## config.mk

```make
export PLATFORM = sky130hd
export DESIGN_NAME = keyframe_eased_interpolator
export DESIGN_NICKNAME = d
export VERILOG_FILES = /design/src/kei_pkg.sv /design/src/kei_ram.sv /design/src/keyframe_eased_interpolator.sv
export SDC_FILE = /design/constraint.sdc
export NUM_CORES = 2
export LEC_CHECK = 0
export BUFFER_PORTS_ARGS = -buffer_cell sky130_fd_sc_hd__buf_2
export CAP_MARGIN = 20
export CORE_MARGIN = 2
export CORE_UTILIZATION = 55
export DETAILED_ROUTE_END_ITERATION = 6
export PLACE_DENSITY = 0.71
export SETUP_SLACK_MARGIN = 0.4
export SLEW_MARGIN = 10
export SYNTH_ARGS = -nofsm -noshare
export SYNTH_HDL_FRONTEND = slang
export SYNTH_HIERARCHICAL = 1
export SYNTH_SLANG_ARGS = --single-unit
```

## constraint.sdc

```tcl
create_clock -name clk -period 15.75 [get_ports clk]
set_clock_uncertainty 0.1 [all_clocks]
set_input_delay 2.3625 -clock clk [delete_from_list [all_inputs] [get_ports clk]]
set_output_delay 2.3625 -clock clk [all_outputs]
set_load 0.005 [all_outputs]
```

## src/kei_pkg.sv

```systemverilog
// Shared constants, types and tables for the keyframe eased interpolator.
`timescale 1ns / 1ps
`default_nettype none
package kei_pkg;

    localparam int MAX_KEYS   = 16;
    localparam int KEY_IDX_W  = $clog2(MAX_KEYS);
    localparam int DAY_LENGTH = 23040;

    localparam int TIME_W     = 15;
    localparam int VALUE_W    = 32;
    localparam int WEIGHT_W   = 17;
    localparam int COUNT_W    = 5;
    localparam int POWER_W    = 16;
    localparam int CFG_IDX_W  = 1;
    localparam int CFG_DATA_W = 16;
    localparam int KEY_W      = VALUE_W + TIME_W;

    // Q0.16 fraction width and the exp2 table length
    localparam int FRAC_W     = 16;
    localparam logic [WEIGHT_W-1:0] WEIGHT_ONE = WEIGHT_W'(65536);

    // serial multiplier: digit bits per cycle, operand and accumulator widths
    localparam int MUL_DIGIT  = 4;
    localparam int MP_W       = 32;
    localparam int ACC_W      = 64;

    localparam logic [CFG_IDX_W-1:0] CFG_KEY_COUNT  = 1'b0;
    localparam logic [CFG_IDX_W-1:0] CFG_EASE_POWER = 1'b1;

    localparam logic OP_WRITE = 1'b0;
    localparam logic OP_EVAL  = 1'b1;

    typedef logic [FRAC_W-1:0][29:0] exp_tbl_t;

    function automatic logic [63:0] isqrt64(input logic [63:0] v);
        logic [63:0] res;
        logic [63:0] bit_v;
        logic [63:0] rem;
        res   = '0;
        bit_v = 64'd1 << 62;
        rem   = v;
        for (int k = 0; k < 32; k++)
        begin
            if (rem >= res + bit_v)
            begin
                rem = rem - (res + bit_v);
                res = (res >> 1) + bit_v;
            end
            else
            begin
                res = res >> 1;
            end
            bit_v = bit_v >> 2;
        end
        return res;
    endfunction

    // c[i] = 2^(-2^-(i+1)) in Q0.30, built by repeated square roots
    function automatic exp_tbl_t exp_table();
        exp_tbl_t    tbl;
        logic [63:0] c;
        c = isqrt64(64'd1 << 59);
        for (int i = 0; i < FRAC_W; i++)
        begin
            tbl[i] = c[29:0];
            c      = isqrt64(c << 30);
        end
        return tbl;
    endfunction

    localparam exp_tbl_t EXP_C = exp_table();

endpackage
`default_nettype wire

```

## src/kei_ram.sv

```systemverilog
// Generic single write port RAM with registered read.
`timescale 1ns / 1ps
`default_nettype none
module kei_ram #(
    parameter int WIDTH = 8,
    parameter int DEPTH = 16
) (
    input  wire logic                     clk,
    input  wire logic                     wr_en,
    input  wire logic [$clog2(DEPTH)-1:0] wr_addr,
    input  wire logic [WIDTH-1:0]         wr_data,
    input  wire logic [$clog2(DEPTH)-1:0] rd_addr,
    output logic      [WIDTH-1:0]         rd_data
);

    logic [WIDTH-1:0] mem [DEPTH];

    always_ff @(posedge clk)
    begin
        if (wr_en)
        begin
            mem[wr_addr] <= wr_data;
        end
        rd_data <= mem[rd_addr];
    end

endmodule
`default_nettype wire

```

## src/keyframe_eased_interpolator.sv

```systemverilog
// Top level: keyframe table, key scan, span division, eased weight and blend.
//
// A write beat stores one key. An evaluate beat scans the keys (stopping at
// the first key at or after the query), reads the two neighbors, divides the
// span bit-serially, then forms t^p and (1-t)^p through a log2 by 16
// squarings and an exp2 by up to 16 table products, and blends. Every product
// runs through one shared digit-serial multiplier, 4 bits of multiplier per
// cycle, which sets the pace. How long an evaluate takes depends on how far
// the scan runs and on the bits of the exponent products. When t is 0 or 1.0,
// or the power is zero, both powers resolve at once. One item is in work at a
// time; the finished result waits in an output register.
`timescale 1ns / 1ps
`default_nettype none
module keyframe_eased_interpolator
    import kei_pkg::*;
(
    input  wire logic                        clk,
    input  wire logic                        rst_n,

    input  wire logic                        in_valid,
    output logic                             in_stall,
    input  wire logic                        operation,
    input  wire logic        [KEY_IDX_W-1:0] key_index,
    input  wire logic        [TIME_W-1:0]    key_time,
    input  wire logic signed [VALUE_W-1:0]   key_value,
    input  wire logic        [TIME_W-1:0]    query_time,

    output logic                             out_valid,
    input  wire logic                        out_stall,
    output logic signed      [VALUE_W-1:0]   value,
    output logic             [KEY_IDX_W-1:0] prev_index,
    output logic             [KEY_IDX_W-1:0] next_index,
    output logic             [WEIGHT_W-1:0]  weight,

    input  wire logic                        cfg_valid,
    output logic                             cfg_ready,
    input  wire logic        [CFG_IDX_W-1:0] cfg_index,
    input  wire logic        [CFG_DATA_W-1:0] cfg_data
);

    localparam logic [4:0] S_IDLE     = 5'd0;
    localparam logic [4:0] S_SCAN_RD  = 5'd1;
    localparam logic [4:0] S_SCAN_CK  = 5'd2;
    localparam logic [4:0] S_NEXT_RD  = 5'd3;
    localparam logic [4:0] S_NEXT_LD  = 5'd4;
    localparam logic [4:0] S_PREV_RD  = 5'd5;
    localparam logic [4:0] S_PREV_LD  = 5'd6;
    localparam logic [4:0] S_SPAN     = 5'd7;
    localparam logic [4:0] S_DIV      = 5'd8;
    localparam logic [4:0] S_POW_INIT = 5'd9;
    localparam logic [4:0] S_LOG_STEP = 5'd10;
    localparam logic [4:0] S_LOG_Q    = 5'd11;
    localparam logic [4:0] S_EXP      = 5'd12;
    localparam logic [4:0] S_EXP_STEP = 5'd13;
    localparam logic [4:0] S_POW_SH   = 5'd14;
    localparam logic [4:0] S_EASE_MUL = 5'd15;
    localparam logic [4:0] S_EASE_FIN = 5'd16;
    localparam logic [4:0] S_VAL_FIN  = 5'd17;
    localparam logic [4:0] S_MUL      = 5'd18;

    localparam logic signed [17:0] DAY18 = 18'(DAY_LENGTH);

    logic [4:0]             state_reg, state_next;
    logic [4:0]             ret_reg, ret_next;
    logic [COUNT_W-1:0]     key_count_reg;
    logic [POWER_W-1:0]     ease_power_reg;
    logic [TIME_W-1:0]      query_reg, query_next;
    logic [KEY_IDX_W-1:0]   idx_reg, idx_next;
    logic [KEY_IDX_W-1:0]   next_reg, next_next;
    logic [KEY_IDX_W-1:0]   prev_reg, prev_next;
    logic [TIME_W-1:0]      tn_reg, tn_next, tp_reg, tp_next;
    logic [VALUE_W-1:0]     vn_reg, vn_next, vp_reg, vp_next;
    logic [16:0]            den_reg, den_next;
    logic [17:0]            rem_reg, rem_next;
    logic [WEIGHT_W-1:0]    t_reg, t_next;
    logic [3:0]             cnt_reg, cnt_next;
    logic [WEIGHT_W-1:0]    pow_x_reg, pow_x_next;
    logic                   pow_b_reg, pow_b_next;
    logic [4:0]             log_int_reg, log_int_next;
    logic [FRAC_W-1:0]      frac_reg, frac_next;
    logic [7:0]             ipart_reg, ipart_next;
    logic [30:0]            r_reg, r_next;
    logic [WEIGHT_W-1:0]    a_reg, a_next, b_reg, b_next;
    logic                   neg_reg, neg_next;
    logic [WEIGHT_W-1:0]    w_reg, w_next;
    logic [ACC_W-1:0]       mc_reg, mc_next, acc_reg, acc_next;
    logic [MP_W-1:0]        mp_reg, mp_next;

    logic                   out_valid_reg, out_valid_next;
    logic [VALUE_W-1:0]     value_reg, value_next;
    logic [KEY_IDX_W-1:0]   prev_out_reg, prev_out_next;
    logic [KEY_IDX_W-1:0]   next_out_reg, next_out_next;
    logic [WEIGHT_W-1:0]    weight_reg, weight_next;

    logic                   in_accept;
    logic                   ram_we;
    logic [KEY_IDX_W-1:0]   ram_raddr;
    logic [KEY_W-1:0]       ram_rdata;
    logic [TIME_W-1:0]      rd_time;
    logic [VALUE_W-1:0]     rd_value;
    logic [KEY_IDX_W-1:0]   key_last;

    // combinational helpers of the sequencer
    logic                   mul_go;
    logic [ACC_W-1:0]       mul_mc;
    logic [MP_W-1:0]        mul_mp;
    logic [4:0]             mul_ret;
    logic                   pow_fin;
    logic [WEIGHT_W-1:0]    pow_res;
    logic [ACC_W-1:0]       part;
    logic signed [17:0]     den_s, num_s;
    logic [17:0]            rem2;
    logic [3:0]             msb;
    logic [4:0]             sh5;
    logic [16:0]            z0;
    logic [17:0]            sq;
    logic [16:0]            zn;
    logic [FRAC_W-1:0]      frac_sh;
    logic [20:0]            neg_log;
    logic [8:0]             sh9;
    logic [17:0]            diff18;
    logic [16:0]            dsh;
    logic signed [18:0]     e19;
    logic [32:0]            dv, dv_mag;
    logic [32:0]            vsh;
    logic [33:0]            vp34, v34;

    assign in_accept = in_valid && !in_stall;
    assign in_stall  = (state_reg != S_IDLE);
    assign cfg_ready = 1'b1;

    assign out_valid  = out_valid_reg;
    assign value      = $signed(value_reg);
    assign prev_index = prev_out_reg;
    assign next_index = next_out_reg;
    assign weight     = weight_reg;

    assign ram_we = in_accept && (operation == OP_WRITE)
                    && ({1'b0, key_index} < (KEY_IDX_W+1)'(MAX_KEYS));

    kei_ram #(
        .WIDTH (KEY_W),
        .DEPTH (MAX_KEYS)
    ) u_key_ram (
        .clk     (clk),
        .wr_en   (ram_we),
        .wr_addr (key_index),
        .wr_data ({key_value, key_time}),
        .rd_addr (ram_raddr),
        .rd_data (ram_rdata)
    );

    assign rd_time  = ram_rdata[TIME_W-1:0];
    assign rd_value = ram_rdata[KEY_W-1:TIME_W];

    always_comb
    begin
        if (key_count_reg == '0)
        begin
            key_last = '0;
        end
        else if (32'(key_count_reg) >= MAX_KEYS)
        begin
            key_last = KEY_IDX_W'(MAX_KEYS - 1);
        end
        else
        begin
            key_last = KEY_IDX_W'(key_count_reg - 1'b1);
        end
    end

    always_comb
    begin
        unique case (state_reg)
            S_NEXT_RD: ram_raddr = next_reg;
            S_PREV_RD: ram_raddr = prev_reg;
            default:   ram_raddr = idx_reg;
        endcase
    end

    // one multiplier digit: mc times the low digit of mp
    always_comb
    begin
        part = '0;
        for (int k = 0; k < MUL_DIGIT; k++)
        begin
            if (mp_reg[k])
            begin
                part = part + (mc_reg << k);
            end
        end
    end

    always_comb
    begin
        msb = '0;
        for (int k = 0; k < FRAC_W; k++)
        begin
            if (pow_x_reg[k])
            begin
                msb = 4'(k);
            end
        end
    end

    always_comb
    begin
        state_next     = state_reg;
        ret_next       = ret_reg;
        query_next     = query_reg;
        idx_next       = idx_reg;
        next_next      = next_reg;
        prev_next      = prev_reg;
        tn_next        = tn_reg;
        tp_next        = tp_reg;
        vn_next        = vn_reg;
        vp_next        = vp_reg;
        den_next       = den_reg;
        rem_next       = rem_reg;
        t_next         = t_reg;
        cnt_next       = cnt_reg;
        pow_x_next     = pow_x_reg;
        pow_b_next     = pow_b_reg;
        log_int_next   = log_int_reg;
        frac_next      = frac_reg;
        ipart_next     = ipart_reg;
        r_next         = r_reg;
        a_next         = a_reg;
        b_next         = b_reg;
        neg_next       = neg_reg;
        w_next         = w_reg;
        mc_next        = mc_reg;
        mp_next        = mp_reg;
        acc_next       = acc_reg;
        out_valid_next = out_valid_reg && out_stall;
        value_next     = value_reg;
        prev_out_next  = prev_out_reg;
        next_out_next  = next_out_reg;
        weight_next    = weight_reg;

        mul_go   = 1'b0;
        mul_mc   = '0;
        mul_mp   = '0;
        mul_ret  = S_IDLE;
        pow_fin  = 1'b0;
        pow_res  = '0;

        den_s    = $signed({3'b0, tn_reg}) - $signed({3'b0, tp_reg});
        num_s    = $signed({3'b0, query_reg}) - $signed({3'b0, tp_reg});
        if (next_reg == '0)
        begin
            den_s = den_s + DAY18;
            if (num_s < 0)
            begin
                num_s = num_s + DAY18;
            end
        end
        rem2     = {rem_reg[16:0], 1'b0};
        sh5      = 5'd16 - {1'b0, msb};
        z0       = 17'({1'b0, pow_x_reg[FRAC_W-1:0]}) << sh5;
        sq       = acc_reg[33:16];
        zn       = sq[17] ? sq[17:1] : sq[16:0];
        frac_sh  = {frac_reg[FRAC_W-2:0], sq[17]};
        neg_log  = {log_int_reg, 16'b0} - {5'b0, frac_sh};
        sh9      = 9'd14 + {1'b0, ipart_reg};
        diff18   = {1'b0, b_reg} - {1'b0, a_reg};
        dsh      = acc_reg[32:16];
        e19      = neg_reg ? $signed({2'b0, a_reg}) - $signed({2'b0, dsh})
                           : $signed({2'b0, a_reg}) + $signed({2'b0, dsh});
        dv       = {vn_reg[VALUE_W-1], vn_reg} - {vp_reg[VALUE_W-1], vp_reg};
        dv_mag   = dv[32] ? 33'(-dv) : dv;
        vsh      = acc_reg[48:16];
        vp34     = {{2{vp_reg[VALUE_W-1]}}, vp_reg};
        v34      = neg_reg ? vp34 - {1'b0, vsh} : vp34 + {1'b0, vsh};

        unique case (state_reg)
            S_IDLE:
            begin
                if (in_accept && (operation == OP_EVAL))
                begin
                    query_next = query_time;
                    idx_next   = '0;
                    state_next = S_SCAN_RD;
                end
            end
            S_SCAN_RD:
            begin
                state_next = S_SCAN_CK;
            end
            S_SCAN_CK:
            begin
                if (query_reg <= rd_time)
                begin
                    next_next  = idx_reg;
                    state_next = S_NEXT_RD;
                end
                else if (idx_reg == key_last)
                begin
                    next_next  = '0;
                    state_next = S_NEXT_RD;
                end
                else
                begin
                    idx_next   = idx_reg + 1'b1;
                    state_next = S_SCAN_RD;
                end
            end
            S_NEXT_RD:
            begin
                state_next = S_NEXT_LD;
            end
            S_NEXT_LD:
            begin
                tn_next    = rd_time;
                vn_next    = rd_value;
                prev_next  = (next_reg == '0) ? key_last : next_reg - 1'b1;
                state_next = S_PREV_RD;
            end
            S_PREV_RD:
            begin
                state_next = S_PREV_LD;
            end
            S_PREV_LD:
            begin
                tp_next    = rd_time;
                vp_next    = rd_value;
                state_next = S_SPAN;
            end
            S_SPAN:
            begin
                if (den_s <= 0 || num_s < 0)
                begin
                    t_next     = '0;
                    pow_x_next = '0;
                    pow_b_next = 1'b0;
                    state_next = S_POW_INIT;
                end
                else if (num_s >= den_s)
                begin
                    t_next     = WEIGHT_ONE;
                    pow_x_next = WEIGHT_ONE;
                    pow_b_next = 1'b0;
                    state_next = S_POW_INIT;
                end
                else
                begin
                    den_next   = den_s[16:0];
                    rem_next   = num_s;
                    t_next     = '0;
                    cnt_next   = '0;
                    state_next = S_DIV;
                end
            end
            S_DIV:
            begin
                if (rem2 >= {1'b0, den_reg})
                begin
                    rem_next = rem2 - {1'b0, den_reg};
                    t_next   = {1'b0, t_reg[14:0], 1'b1};
                end
                else
                begin
                    rem_next = rem2;
                    t_next   = {1'b0, t_reg[14:0], 1'b0};
                end
                cnt_next = cnt_reg + 1'b1;
                if (cnt_reg == 4'd15)
                begin
                    pow_x_next = t_next;
                    pow_b_next = 1'b0;
                    state_next = S_POW_INIT;
                end
            end
            S_POW_INIT:
            begin
                if (ease_power_reg == '0 || pow_x_reg[FRAC_W])
                begin
                    pow_fin = 1'b1;
                    pow_res = WEIGHT_ONE;
                end
                else if (pow_x_reg == '0)
                begin
                    pow_fin = 1'b1;
                    pow_res = '0;
                end
                else
                begin
                    log_int_next = sh5;
                    frac_next    = '0;
                    cnt_next     = '0;
                    mul_go       = 1'b1;
                    mul_mc       = ACC_W'(z0);
                    mul_mp       = MP_W'(z0);
                    mul_ret      = S_LOG_STEP;
                end
            end
            S_LOG_STEP:
            begin
                // one squaring gives one fraction bit of log2
                frac_next = frac_sh;
                cnt_next  = cnt_reg + 1'b1;
                mul_go    = 1'b1;
                if (cnt_reg == 4'd15)
                begin
                    mul_mc  = ACC_W'(neg_log);
                    mul_mp  = MP_W'(ease_power_reg);
                    mul_ret = S_LOG_Q;
                end
                else
                begin
                    mul_mc  = ACC_W'(zn);
                    mul_mp  = MP_W'(zn);
                    mul_ret = S_LOG_STEP;
                end
            end
            S_LOG_Q:
            begin
                ipart_next = acc_reg[35:28];
                frac_next  = acc_reg[27:12];
                r_next     = 31'h4000_0000;
                cnt_next   = '0;
                state_next = S_EXP;
            end
            S_EXP:
            begin
                if (frac_reg[FRAC_W-1])
                begin
                    mul_go  = 1'b1;
                    mul_mc  = ACC_W'(r_reg);
                    mul_mp  = MP_W'(EXP_C[cnt_reg]);
                    mul_ret = S_EXP_STEP;
                end
                else
                begin
                    frac_next = frac_reg << 1;
                    cnt_next  = cnt_reg + 1'b1;
                    if (cnt_reg == 4'd15)
                    begin
                        state_next = S_POW_SH;
                    end
                end
            end
            S_EXP_STEP:
            begin
                r_next    = acc_reg[60:30];
                frac_next = frac_reg << 1;
                cnt_next  = cnt_reg + 1'b1;
                state_next = (cnt_reg == 4'd15) ? S_POW_SH : S_EXP;
            end
            S_POW_SH:
            begin
                pow_fin = 1'b1;
                if (sh9 >= 9'd31)
                begin
                    pow_res = '0;
                end
                else
                begin
                    pow_res = WEIGHT_W'(r_reg >> sh9[4:0]);
                end
            end
            S_EASE_MUL:
            begin
                neg_next = diff18[17];
                mul_go   = 1'b1;
                mul_mc   = ACC_W'(diff18[17] ? 17'(-diff18) : diff18[16:0]);
                mul_mp   = MP_W'(t_reg);
                mul_ret  = S_EASE_FIN;
            end
            S_EASE_FIN:
            begin
                if (e19 < 0)
                begin
                    w_next = '0;
                end
                else if (e19 > $signed({2'b0, WEIGHT_ONE}))
                begin
                    w_next = WEIGHT_ONE;
                end
                else
                begin
                    w_next = e19[16:0];
                end
                neg_next = dv[32];
                mul_go   = 1'b1;
                mul_mc   = ACC_W'(dv_mag);
                mul_mp   = MP_W'(w_next);
                mul_ret  = S_VAL_FIN;
            end
            S_VAL_FIN:
            begin
                if (!out_valid_reg || !out_stall)
                begin
                    out_valid_next = 1'b1;
                    value_next     = v34[VALUE_W-1:0];
                    prev_out_next  = prev_reg;
                    next_out_next  = next_reg;
                    weight_next    = w_reg;
                    state_next     = S_IDLE;
                end
            end
            S_MUL:
            begin
                acc_next = acc_reg + part;
                mc_next  = mc_reg << MUL_DIGIT;
                mp_next  = mp_reg >> MUL_DIGIT;
                if (mp_next == '0)
                begin
                    state_next = ret_reg;
                end
            end
            default:
            begin
                state_next = S_IDLE;
            end
        endcase

        if (pow_fin)
        begin
            if (!pow_b_reg)
            begin
                a_next     = pow_res;
                pow_x_next = WEIGHT_ONE - t_reg;
                pow_b_next = 1'b1;
                state_next = S_POW_INIT;
            end
            else
            begin
                b_next     = WEIGHT_ONE - pow_res;
                state_next = S_EASE_MUL;
            end
        end

        if (mul_go)
        begin
            acc_next   = '0;
            mc_next    = mul_mc;
            mp_next    = mul_mp;
            ret_next   = mul_ret;
            state_next = S_MUL;
        end
    end

    always_ff @(posedge clk or negedge rst_n)
    begin
        if (!rst_n)
        begin
            state_reg      <= S_IDLE;
            ret_reg        <= S_IDLE;
            key_count_reg  <= COUNT_W'(1);
            ease_power_reg <= POWER_W'(8192);
            out_valid_reg  <= 1'b0;
        end
        else
        begin
            state_reg     <= state_next;
            ret_reg       <= ret_next;
            out_valid_reg <= out_valid_next;
            if (cfg_valid && cfg_ready)
            begin
                unique case (cfg_index)
                    CFG_KEY_COUNT:  key_count_reg  <= cfg_data[COUNT_W-1:0];
                    CFG_EASE_POWER: ease_power_reg <= cfg_data[POWER_W-1:0];
                    default:        key_count_reg  <= key_count_reg;
                endcase
            end
        end
    end

    always_ff @(posedge clk)
    begin
        query_reg    <= query_next;
        idx_reg      <= idx_next;
        next_reg     <= next_next;
        prev_reg     <= prev_next;
        tn_reg       <= tn_next;
        tp_reg       <= tp_next;
        vn_reg       <= vn_next;
        vp_reg       <= vp_next;
        den_reg      <= den_next;
        rem_reg      <= rem_next;
        t_reg        <= t_next;
        cnt_reg      <= cnt_next;
        pow_x_reg    <= pow_x_next;
        pow_b_reg    <= pow_b_next;
        log_int_reg  <= log_int_next;
        frac_reg     <= frac_next;
        ipart_reg    <= ipart_next;
        r_reg        <= r_next;
        a_reg        <= a_next;
        b_reg        <= b_next;
        neg_reg      <= neg_next;
        w_reg        <= w_next;
        mc_reg       <= mc_next;
        mp_reg       <= mp_next;
        acc_reg      <= acc_next;
        value_reg    <= value_next;
        prev_out_reg <= prev_out_next;
        next_out_reg <= next_out_next;
        weight_reg   <= weight_next;
    end

endmodule
`default_nettype wire

```

# == Word-level counts from Yosys, hierarchy flattened ==
# Memories as Yosys holds them, arrays and structs flattened. A register that Yosys moved wholly into a read port is not among the register bits.
# Cells that the tools add are included.
# totals
reg_bits,555
mem_bits_rw,752
word_cells,282
mem_count,2
output_inout_bits,60
romBits,480
# mem_list
name,depth,word_bits,rd,rd_ports_with_merged_regs,write_ports,line,source
u_key_ram.mem,16,47,1,1,1,kei_ram.sv:16,logic [WIDTH-1:0] mem [DEPTH];
(no name shown),16,30,1,1,0,keyframe_eased_interpolator.sv:430,mul_mp = MP_W'(EXP_C[cnt_reg]);
# classes
bitwise_logic,7
shift,2
order_cmp,11
n_eq_ne,35
add_sub_neg,26
reduce_logical,43
muxes,121
# op_table
op,n
64-bit 2-to-1 mux,6
17-bit 2-to-1 mux,21
64-bit adder,4
33-bit case mux with 5 select lines,1
30-bit case mux with 5 select lines,1
17-bit case mux with 2 select lines,4
4-bit 2-to-1 mux,29
32-bit 2-to-1 mux,3
16-bit case mux with 5 select lines,1
5-bit case mux with 15 select lines,1
31-bit case mux with 2 select lines,1
30-bit 2-to-1 mux,2
18-bit 2-to-1 mux,3
16-bit 2-to-1 mux,3
5-bit by 4-bit equality test with 1-bit output (second input constant),8
5-bit 2-to-1 mux,8
17-bit by 17-bit subtractor with 18-bit output,2
16-bit by 16-bit adder with 17-bit output (second input constant),2
17-bit subtractor (first input constant),2
33-bit 2-to-1 mux,1
33-bit negation,1
32-bit by 32-bit subtractor with 33-bit output,1
32-bit adder,1
32-bit zero test,1
60 further kinds,138

# == Logic depth before layout (Yosys ltp) ==
# depth
word_depth,21
ltp_mapped,65

# == Hierarchy ==
# Netlist, hierarchy kept.
# by_module_without_submodules
mod,n_inst,area_per_inst_um2,seq_area_each_um2,cells_each
keyframe_eased_interpolator,1,52282.6,16057.9,6048
kei_ram,1,29130.4,23522.6,1217

# == Worst setup path after synthesis ==
# Ideal clock, no wire load.
# synth_path
kind,reg-to-reg
startpoint,register mp_reg[0]
endpoint,register acc_reg[60]
arrival_ns,11.417
path_slack_ns,4.164
stages_incl_launch_ff,62
t_required_ns,15.581
period_less_slack_ns,11.586
setup_ns,0.069
n_path_buf,8
cell_sequence,edfxtp_1 > buf_4 > buf_4 > buf_6 > clkbuf_1 > clkbuf_1 > clkbuf_1 > clkbuf_1 > clkbuf_1 > and2_1 > ha_1 > inv_1 > fa_1 > nor2b_1 > o21ai_0 > a21boi_0 > nor2_1 > nor2_1 > [26 not listed] > a311oi_1 > xnor2_1 > mux2_2 > ha_1 > o21ai_0 > a21oi_1 > a221oi_1 > o21ai_0 > nand3_1 > nand3_1 > a31oi_1 > o21ai_2 > o21ai_0 > o41ai_2 > xnor3_1 > xor3_1 > and2_1 > o21ai_1
# synth_between
elab_chain_len,8
# synth_lines
element,line,source
start: declaration,keyframe_eased_interpolator.sv:87,"logic [MP_W-1:0] mp_reg, mp_next;"
start signal: assignment,keyframe_eased_interpolator.sv:595,mp_reg <= mp_next;
64-bit 2-to-1 mux (*),keyframe_eased_interpolator.sv:187,if (mp_reg[k])
64-bit adder,keyframe_eased_interpolator.sv:189,part = part + (mc_reg << k);
64-bit 2-to-1 mux (*),keyframe_eased_interpolator.sv:187,
64-bit adder,keyframe_eased_interpolator.sv:189,
64-bit 2-to-1 mux (*),keyframe_eased_interpolator.sv:187,
64-bit adder,keyframe_eased_interpolator.sv:189,
64-bit 2-to-1 mux (*),keyframe_eased_interpolator.sv:187,
64-bit adder (*),keyframe_eased_interpolator.sv:504,acc_next = acc_reg + part;
end signal: assignment,keyframe_eased_interpolator.sv:596,acc_reg <= acc_next;
end: declaration,keyframe_eased_interpolator.sv:86,"logic [ACC_W-1:0] mc_reg, mc_next, acc_reg, acc_next;"
# Every way passes the cells marked *; elsewhere a longest branch is shown, timed or not.
# A chain may end at the register's enable or synchronous reset.

# == Worst setup path in the final report ==
# Same ends and word-level chain as after synthesis.

==> flow_metrics.py <==
metrics = {
    "global_route": {
        "grt-busiest-layer": "met2",
        "grt_pass1_wl_mm": 345.8,
        "grt_usage_pct": 29.77,
        "grt_pass1_vias": 57630,
        "antenna_found_initial": 15,
        "grt_max_degree": 92,
        "grtUsageMet1_pct": 40.72,
        "grt.overflow.total": 0,
        "met2_usage_pct": 47.65,
        "met3_usage_pct": 4.733,
    },
    "floorplan": {
        "core-area_mm2": 0.1473,
        "die_w_um": 388.7,
        "ios": 149,
        "die_h_um": 388.7,
        "initial_utilization_pct": 55.27,
        "die_area_mm2": 0.1511,
        "rows": 141,
    },
    "layout": {
        "fill_cells": 11680,
        "stdcell_count": 9403,
        "largest_reg_flops": 752,
        "area_growth_pct": 9.588,
        "fin_nets": 7896,
        "drive_above_1_share_pct": 12.54,
        "postLayoutCellArea_mm2": 0.08922,
    },
    "placed_design": {
        "hpwl_mm": 158.3,
        "placed_cell_area_mm2": 0.08414,
        "portBuffers": 147,
        "post-place-cells": 9128,
        "place_congestion": 1.018,
    },
    "setup_path": {
        "crit_top_cell": "o21ai_0",
        "cp_slowest_stage_delay_ps": 730,
        "critical_path_class": "register to register",
        "worst-path-max-fanout": 20,
        "cp_num_buf_inv": 1,
        "required_ps": 16320,
        "start_kind": "register",
        "cp_data_arrival_time_ps": 12810,
        "cp.depth": 54,
        "ff2ff_path_depth": 54,
        "cpMaxStageDelayCell": "edfxtp_1",
        "critPathCaptureType": "register",
        "cp_top_family": "compound AO/OA/AOI/OAI gates",
    },
    "synthesis": {
        "yosysSeqAreaShare_pct": 48.62,
        "synth_cell_type_count": 131,
        "synth.largest_area_cell": "edfxtp_1",
        "ys_top_cells_by_area": "edfxtp_1, ha_1, mux4_2, dfxtp_1, a21oi_1",
        "ys_warn_count": 6,
        "synth_nets": 7815,
        "syn_area_mm2": 0.08141,
        "synth-edff-count": 1188,
        "ys.flop_type": "edfxtp_1",
        "synthTopCellsByCount": "edfxtp_1, nand2_1, a21oi_1",
        "synth_top_area_share_pct": 43.82,
        "ys_async_sr_fraction_pct": 2.327,
        "synth_most_common_cell": "edfxtp_1",
        "ys_ff_latch": 1375,
        "avgSynthCellArea_um2": 11.21,
        "syn-instance-count": 7265,
    },
    "detailed_routing": {
        "vias": 60020,
        "viasPerCell": 6.383,
        "first_pass_iters": 6,
        "drcViolationCount": 0,
        "drt_iter0_markers": 5958,
        "drt.antenna.violating_nets": 0,
        "drt-total-wl_mm": 229.2,
        "wl_per_cell_um": 24.37,
    },
    "cts": {
        "clk_latency_ps": 810,
        "cts_tree": "yes",
        "post-cts-setup-buffers": 0,
        "hold_buffers": 0,
        "clk_root_buffer_cell": "clkbuf_16",
        "cts.sinks": 1375,
        "path_clk_slew_ps": 60,
        "htreeDepth": 4,
        "cts_resized": 0,
        "cts_buffers": 146,
        "clockBufferDepth": 3,
    },
    "timing": {
        "max_freq_mhz": 81.73,
        "timing.slew.headroom_pct": 20.36,
        "fin_crit_sh_pct": 77.68,
        "rsz0062_at_grt": "no",
        "slew_viol_final": 0,
        "worst_pin_slew_ps": 1191,
        "hold_viol_final": 0,
        "tns_ps": 0,
        "setup_violations": 0,
        "period_needed_ps": 12230,
    },
    "min_path": {
        "min_path_type": "register to register",
        "hold_depth": 0,
    },
    "job": {
        "drv_cap": 0,
    },
    "status": {
        "status": "completed",
    },
}
==> routing by layer <==
metal | routed length [µm] | up-vias
met5 | 132 | -
li1 | - | 27620
met4 | 9602 | 22
met3 | 17580 | 515
met2 | 106000 | 2542
met1 | 95920 | 29330
==> layout make-up <==
class / instances / area, µm² / area share (%)
Timing Repair Buffer: 240 / 1450 / 1.625
Sequential cell: 1375 / 39580 / 44.36
Clock inverter: 78 / 1046 / 1.172
Inverter: 360 / 1354 / 1.517
Antenna cell: 1 / 2.502 / 0.002805
Multi-Input combinational cell: 5223 / 39340 / 44.09
Tap cell: 1930 / 2415 / 2.707
Clock buffer: 196 / 4031 / 4.518
==> metrics by stage <==
step	util (%)	hold slack [ps]	setup slack (ps)
finish	60.57	315.0	3515
global route	60.56	322.3	2310
CTS	60.56	300.8	3559
detailed placement	57.12	304.5	3689
global placement	57.11	304.4	3689
floorplan	-	300.3	4164
==> cell families (layout without fill, tap and decap cells) <==
family,Yosys count,in the layout,synth area share [%]
and+or+nand+nor,1889,1889,11.08
other,1,2,0.004606
xor gates and xnor gates,469,469,5.153
AOI/OAI and AO/OA,1983,1983,15.93
muxes,419,419,8.660
buffers and inverters,667,874,3.346
adders and majority gates,462,462,7.208
DFF,1375,1375,48.62
==> worst register-to-register path: cells and delay by family (launching register included) <==
family                     cells  cell delay, ps
muxes                          1             290
xor gates and xnor gates       4             830
and+or+nand+nor               15            1860
DFF                            1             730
adders and majority gates      5            1640
buffers and inverters          1              50
AOI/OAI and AO/OA             28            6610
==> final timing paths <==
kind,startpoint,to,slack [ps]
min reg2reg,w_reg[1],weight[1],310
max reg2reg,mp_reg[0],acc_reg[60],3520
max in group asynchronous,rst_n,state_reg[2],13520
min,w_reg[1],weight[1],310
max,mp_reg[0],acc_reg[60],3520
min in group asynchronous,rst_n,ease_power_reg[9],1520
==> cell usage in the layout (no fill, tap or decap), drive strengths merged, types with 135 or more instances in the layout <==
cell / count
edfxtp: 1188
a21o: 185
mux4: 217
xnor2: 305
ha: 449
inv: 360
clkbuf: 196
buf: 240
dfxtp: 155
a21oi: 558
o21ai: 426
nand2: 586
nor2: 502
a22oi: 135
xor2: 161
Power is left out: the tool's default activity adds up to more than one toggle a clock period on the data nets, which glitch-free logic cannot reach.
